### src/rtl/dq_pkg.sv
// shared types and constants of the double-ended queue
package dq_pkg;

	typedef enum logic [1:0] {
		OP_PUSH_FRONT = 2'd0,
		OP_PUSH_BACK  = 2'd1,
		OP_POP_FRONT  = 2'd2,
		OP_POP_BACK   = 2'd3
	} op_t;

	typedef enum logic [1:0] {
		ST_OK    = 2'd0,
		ST_EMPTY = 2'd1,
		ST_FULL  = 2'd2
	} status_t;

	localparam logic signed [31:0] EMPTY_FRONT_MARK = -32'sd178;
	localparam logic signed [31:0] EMPTY_BACK_MARK  = -32'sd137;

	// qualified commands broadcast to every cell
	typedef struct packed {
		logic push_front;
		logic push_back;
		logic pop_front;
		logic pop_back;
	} ctl_t;

endpackage

### src/rtl/dq_cell.sv
// one cell of the deque chain: a front-ordered and a back-ordered slot
module dq_cell #(
	parameter int IDX = 0,
	parameter int CW  = 5
) (
	input  logic               clk,
	input  dq_pkg::ctl_t       ctl,
	input  logic [CW-1:0]      count,
	input  logic signed [31:0] value,
	input  logic signed [31:0] left_a,
	input  logic signed [31:0] left_b,
	input  logic signed [31:0] right_a,
	input  logic signed [31:0] right_b,
	output logic signed [31:0] a_q,
	output logic signed [31:0] b_q
);
	import dq_pkg::*;

	localparam logic [CW-1:0] IDX_C = CW'(IDX);

	logic at_count;
	assign at_count = (count == IDX_C);

	// a holds entries front first, b holds them back first
	always_ff @(posedge clk) begin
		if (ctl.push_front) begin
			a_q <= (IDX == 0) ? value : left_a;
		end else if (ctl.pop_front) begin
			a_q <= right_a;
		end else if (ctl.push_back && at_count) begin
			a_q <= value;
		end

		if (ctl.push_back) begin
			b_q <= (IDX == 0) ? value : left_b;
		end else if (ctl.pop_back) begin
			b_q <= right_b;
		end else if (ctl.push_front && at_count) begin
			b_q <= value;
		end
	end

endmodule

### src/rtl/double_ended_queue_core.sv
// deque core: the result of an accepted transaction is registered straight into the output register
// throughput is one transaction per cycle while m_tready stays high; a held result blocks input
// an accepted push shifts one slot chain and writes the other at the count; a pop shifts one chain
// arst_n clears the entry count and the output valid; slots keep no reset
// slot contents are don't-care until written and are never read before a push writes them
module double_ended_queue_core #(
	parameter int DEPTH = 16
) (
	input  logic        clk,
	input  logic        arst_n,
	input  logic        s_tvalid,
	output logic        s_tready,
	input  logic [31:0] s_tdata,   // value[31:0]
	input  logic [1:0]  s_tuser,   // op[1:0]
	output logic        m_tvalid,
	input  logic        m_tready,
	output logic [31:0] m_tdata,   // popped_value[31:0]
	output logic [2:0]  m_tuser    // status[1:0], now_empty[2]
);
	import dq_pkg::*;

	localparam int            CW      = $clog2(DEPTH + 1);
	localparam logic [CW-1:0] DEPTH_C = CW'(DEPTH);
	localparam logic [CW-1:0] ONE_C   = CW'(1);

	// entry count register
	logic [CW-1:0] count_q;
	logic [CW-1:0] count_next;

	// output register
	logic               m_tvalid_q;
	logic signed [31:0] m_tdata_q;
	logic [2:0]         m_tuser_q;

	// cell chain taps
	logic signed [31:0] a_w [DEPTH];
	logic signed [31:0] b_w [DEPTH];

	op_t                op;
	logic               accept;
	logic               full;
	logic               empty;
	ctl_t               ctl;
	logic signed [31:0] res;
	status_t            status;
	logic               now_empty;

	assign op     = op_t'(s_tuser);
	// take a new transaction unless the held result is still waiting
	assign s_tready = !m_tvalid_q || m_tready;
	assign accept   = s_tvalid && s_tready;
	assign full     = (count_q == DEPTH_C);
	assign empty    = (count_q == '0);

	// decode the operation; refused pushes and empty pops leave the chain alone
	always_comb begin
		ctl        = '0;
		res        = '0;
		status     = ST_OK;
		count_next = count_q;
		case (op)
			OP_PUSH_FRONT: begin
				if (full) begin
					status = ST_FULL;
				end else begin
					ctl.push_front = accept;
					count_next     = count_q + ONE_C;
				end
			end
			OP_PUSH_BACK: begin
				if (full) begin
					status = ST_FULL;
				end else begin
					ctl.push_back = accept;
					count_next    = count_q + ONE_C;
				end
			end
			OP_POP_FRONT: begin
				if (empty) begin
					res    = EMPTY_FRONT_MARK;
					status = ST_EMPTY;
				end else begin
					ctl.pop_front = accept;
					res           = a_w[0];
					count_next    = count_q - ONE_C;
				end
			end
			OP_POP_BACK: begin
				if (empty) begin
					res    = EMPTY_BACK_MARK;
					status = ST_EMPTY;
				end else begin
					ctl.pop_back = accept;
					res          = b_w[0];
					count_next   = count_q - ONE_C;
				end
			end
			default: begin
				status = ST_OK;
			end
		endcase
	end

	assign now_empty = (count_next == '0);

	always_ff @(posedge clk or negedge arst_n) begin
		if (!arst_n) begin
			count_q    <= '0;
			m_tvalid_q <= 1'b0;
		end else begin
			if (accept) begin
				count_q    <= count_next;
				m_tvalid_q <= 1'b1;
			end else if (m_tready) begin
				m_tvalid_q <= 1'b0;
			end
		end
	end

	// result payload, loaded with every accepted transaction
	always_ff @(posedge clk) begin
		if (accept) begin
			m_tdata_q <= res;
			m_tuser_q <= {now_empty, status};
		end
	end

	// row of cells, each linked only to its two neighbors besides the broadcast command, count and value
	for (genvar i = 0; i < DEPTH; i++) begin : g_cell
		logic signed [31:0] left_a;
		logic signed [31:0] left_b;
		logic signed [31:0] right_a;
		logic signed [31:0] right_b;

		if (i == 0) begin : g_first
			assign left_a = '0;
			assign left_b = '0;
		end else begin : g_mid_l
			assign left_a = a_w[i-1];
			assign left_b = b_w[i-1];
		end

		if (i == DEPTH - 1) begin : g_last
			assign right_a = '0;
			assign right_b = '0;
		end else begin : g_mid_r
			assign right_a = a_w[i+1];
			assign right_b = b_w[i+1];
		end

		dq_cell #(
			.IDX (i),
			.CW  (CW)
		) u_cell (
			.clk     (clk),
			.ctl     (ctl),
			.count   (count_q),
			.value   (s_tdata),
			.left_a  (left_a),
			.left_b  (left_b),
			.right_a (right_a),
			.right_b (right_b),
			.a_q     (a_w[i]),
			.b_q     (b_w[i])
		);
	end

	assign m_tvalid = m_tvalid_q;
	assign m_tdata  = m_tdata_q;
	assign m_tuser  = m_tuser_q;

endmodule

### config.mk
export PLATFORM = sky130hd
export DESIGN_NAME = double_ended_queue_core
export DESIGN_NICKNAME = d
export VERILOG_FILES = /design/src/rtl/dq_pkg.sv /design/src/rtl/dq_cell.sv /design/src/rtl/double_ended_queue_core.sv
export SDC_FILE = /design/constraint.sdc
export NUM_CORES = 2
export LEC_CHECK = 0
export BUFFER_PORTS_ARGS = -buffer_cell sky130_fd_sc_hd__buf_2
export CORE_ASPECT_RATIO = 1.5
export CORE_MARGIN = 4
export CORE_UTILIZATION = 40
export DETAILED_ROUTE_END_ITERATION = 12
export PLACE_DENSITY = 0.52
export SYNTH_ARGS = -nofsm -noshare
export SYNTH_HDL_FRONTEND = slang
export SYNTH_HIERARCHICAL = 1
export SYNTH_SLANG_ARGS = --single-unit
### constraint.sdc
create_clock -name clk -period 17.66 [get_ports clk]
set_input_delay 1.766 -clock clk [delete_from_list [all_inputs] [get_ports clk]]
set_output_delay 1.766 -clock clk [all_outputs]
set_load 0.02 [all_outputs]
==> results.md <==
- Signal arrival time at the worst endpoint: 7210 ps
- Final setup violation count: 0
- Depth of the worst register-to-register path: 12
- Leakage power: 17.7 nW
- Hold Buf Count CTS: 0
- Initial Utilization: 40.3%
- Routed len/inst: 21.0 um
- Share of synthesized registers carrying an async set or reset: 0.563%
- Net switching power figure: 1.63 mW
- Outcome: finished clean
- Grt ovf: 0
- Synthesis-to-layout area growth: 6.92%
- Max rail drop VDD: 0.0695 mV
- Critical path required time: 18060 ps
- Placed inst area: 0.0562 mm^2
- Most used flip-flop cell after synthesis: sky130_fd_sc_hd__edfxtp_1
- Setup repair after global routing missed its margin: no
- Final instance area: 0.0596 mm^2
- Stage delay of the slowest cell on the critical path: 970 ps
- Fin util: 43.1%
- Cell count after synthesis: 4579
- Net Sw Frac: 26.4%
- Largest net degree at the start of global routing: 263
- Total die area: 0.145 mm^2
- Crit path setup slack, layout: 10850 ps
- Maxcap violations: 0
- Average vias per placed instance: 5.44
- Fraction of final layout cells sized beyond drive strength 1: 8.62%
- CTS Buf Count: 108
- # clock sinks: 1065
- Worst flop-to-flop path startpoint: count_q[0]
- Synth cell types: 53
- Launch point of the worst path: s_tuser[1]
- Std cell rows: 167
- Gates resized, CTS repair: 0
- Cell at the root of the clock tree: sky130_fd_sc_hd__clkbuf_16
- Worst setup path class: input port to flop
- Internal power: 4.55 mW
- Type of the worst min-delay path: flop to flop
- Hold path cells: 2
- Final estimated routing congestion in global placement: 0.717
- Area of the mapped netlist: 0.0557 mm^2
- Aggregate negative setup slack: 0 ps
- Total count of max-transition violations in the final report: 0
- Number of enable flip-flop cells after synthesis: 1059
- Yosys warns: 6
- Largest fanout on the critical path: 62
- Horizontal die dimension: 313 um
- Register area share after synthesis: 57.4%
- Post-Place Setup Slack: 10240 ps
- Maximum root-to-sink buffer count: 3
- Clock transition at the registers of the reported paths: 60 ps
- First-pass iteration count of the detailed router: 6
- Count of antenna-violating nets left after detailed routing: 0
- Period Utilization, post-route: 38.6%
- Relative contribution of sequential cells to total power: 50.9%
- Reg2Reg Setup Slack: 11010 ps
- Via count of the first global-routing pass: 35.2k
- Transition time at the pin with the least slew margin: 1220 ps
- Cell with the most instances on the worst path: sky130_fd_sc_hd__buf_4
- Cell type of the slowest stage on the worst timing path: sky130_fd_sc_hd__buf_4
- Synthesized area divided by synthesized cell count: 12.2 um^2
- Power density over the cells: 104 mW/mm^2
- NumNets Final: 4580
- Port bufs: 74
- Kind of end point of the critical path: flop
- Post-DP HPWL: 76100 um
- Standard cell core area: 0.138 mm^2
- Clock latency at the later pin of the worst-skew pair: 710 ps
- Post-CTS Setup Repair Bufs: 0
- Chip height: 465 um
- Detailed Route Iter0 Violations: 3356
- Post-detailed-route DRC marker count: 0
- Relative contribution of the clock network to total power: 36.1%
- Max Clk Rate: 147 MHz
- H-tree levels: 3
- CTS tree: built
- First-pass GRT wire length: 210000 um
- Headroom to the max-slew limit: 18.7%
- Antenna violations before repair: 15
- Power share of the combinational group: 13.0%
- Count of final hold-check violations: 0
- Number of top-level pins: 75
- Synthesis-stage register bit count: 1065
- Post-layout min period: 6810 ps
- Via count of the routed design: 35.3k
- Worst-path cell chain: buf_2, nand2_1, nor3_2, buf_4, buf_4, buf_4, buf_4, mux2i_1, o21ai_0
- Launch instance of the worst min-delay path: m_tvalid
- Startpoint type of the worst setup path: input port
- Total wire length after detailed routing: 136000 um
- Clock Skew: 32.9 ps
- Overall track demand over capacity in global routing: 18.1%
==> critical path: cells and delay by family <==
kind / cells / cell delay (ps)
simple gates: 2 / 700
compound gates: 1 / 100
mux: 1 / 280
buf+inv: 5 / 4150
==> cell families (layout without fill, tap and decap cells) <==
group	after synthesis	in the layout	synth area share (%)
AO/OA/AOI/OAI	1045	1045	9.77
XOR/XNOR	1	1	0.0157
adder cells (fa/ha/maj)	2	2	0.0449
buffers and inverters	358	345	5.82
flip-flops	1065	1065	57.4
multiplexers	1054	1054	19.5
other	1	66	0.00673
AND/OR/NAND/NOR	1053	1053	7.50
==> cells in the mapped netlist (27+ instances only) <==
library cell | count | area share [%]
sky130_fd_sc_hd__mux2i_1 | 988 | 18
sky130_fd_sc_hd__buf_8 | 36 | 0.97
sky130_fd_sc_hd__mux2_4 | 60 | 1.6
sky130_fd_sc_hd__clkbuf_1 | 51 | 0.34
sky130_fd_sc_hd__buf_2 | 155 | 1.4
sky130_fd_sc_hd__o21ai_0 | 111 | 1.0
sky130_fd_sc_hd__buf_6 | 35 | 0.71
sky130_fd_sc_hd__buf_12 | 60 | 2.2
sky130_fd_sc_hd__o21ai_1 | 871 | 7.8
sky130_fd_sc_hd__edfxtp_1 | 1059 | 57
sky130_fd_sc_hd__nand2_1 | 970 | 6.5
sky130_fd_sc_hd__nor2_1 | 27 | 0.18
==> power by group through the flow <==
stage          logic (mW)  clock network, mW  registers [mW]
2_1_floorplan       0.558                  0            3.19
3_3_place_gp        0.798                  0            3.20
3_5_place_dp        0.811                  0            3.20
4_1_cts             0.813               2.31            3.15
5_1_grt             0.883               2.40            3.17
6_report            0.803               2.23            3.15
==> layout make-up <==
type | count | area (um^2)
Clock buffer | 145 | 2880
Timing Repair Buffer | 141 | 961
Antenna cell | 2 | 5.00
Tap cell | 1859 | 2330
Multi-Input combinational cell | 3219 | 21000
Clock inverter | 54 | 427
Fill cell | 13300 | 78800
Sequential cell | 1065 | 32000
Inverter | 5 | 18.8
==> cells in the final DEF, fill, tap and decap left out, types with 18 or more instances in the layout <==
master	netlist	layout
sky130_fd_sc_hd__edfxtp_1	1059	1059
sky130_fd_sc_hd__mux2i_1	988	988
sky130_fd_sc_hd__nand2_1	970	970
sky130_fd_sc_hd__o21ai_1	871	871
sky130_fd_sc_hd__clkbuf_16	0	110
sky130_fd_sc_hd__o21ai_0	111	95
sky130_fd_sc_hd__buf_2	155	74
sky130_fd_sc_hd__conb_1	1	64
sky130_fd_sc_hd__mux2_4	60	60
sky130_fd_sc_hd__buf_4	16	60
sky130_fd_sc_hd__clkbuf_1	51	35
sky130_fd_sc_hd__nor2_1	27	26
sky130_fd_sc_hd__clkinv_1	1	23
sky130_fd_sc_hd__a21boi_0	20	20
sky130_fd_sc_hd__clkinv_2	0	18
==> registers in the layout, indices dropped and copies added (netlist names) <==
register,cells
g_cell.u_cell/a_q,512
g_cell.u_cell/b_q,512
m_tdata,32
count_q,5
m_tuser,3
m_tvalid,1
==> through the flow <==
| step | total power [mW] | hold slack, ps | instances |
|---|---|---|---|
| floorplan | 3.75 | 519 | 4642 |
| global placement | 4.00 | 535 | 6289 |
| detailed placement | 4.01 | 541 | 6289 |
| CTS | 6.27 | 549 | 6488 |
| global route | 6.45 | 581 | 6489 |
| finish | 6.18 | 555 | 6490 |
==> per-layer routing <==
| metal | up-vias | routed length, um | part of all wire [%] | track usage (%) |
|---|---|---|---|---|
| met1 | 17800 | 64600 | 47 | 25.6 |
| met3 | 152 | 5110 | 3.7 | 2.05 |
| li1 | 16700 | - | - | - |
| met4 | 10 | 2210 | 1.6 | 4.18 |
| met5 | - | 57 | 0.042 | 0 |
| met2 | 600 | 64200 | 47 | 30.1 |
==> final timing paths <==
check | endpoint
hold / removal | m_tvalid
min in group asynchronous | count_q[1]
setup reg to reg | g_cell[11].u_cell/a_q[28]
hold reg to reg | m_tvalid
max in group asynchronous | m_tvalid
setup / recovery | g_cell[11].u_cell/a_q[28]
No activity file was read; power rests on OpenSTA's default activity.
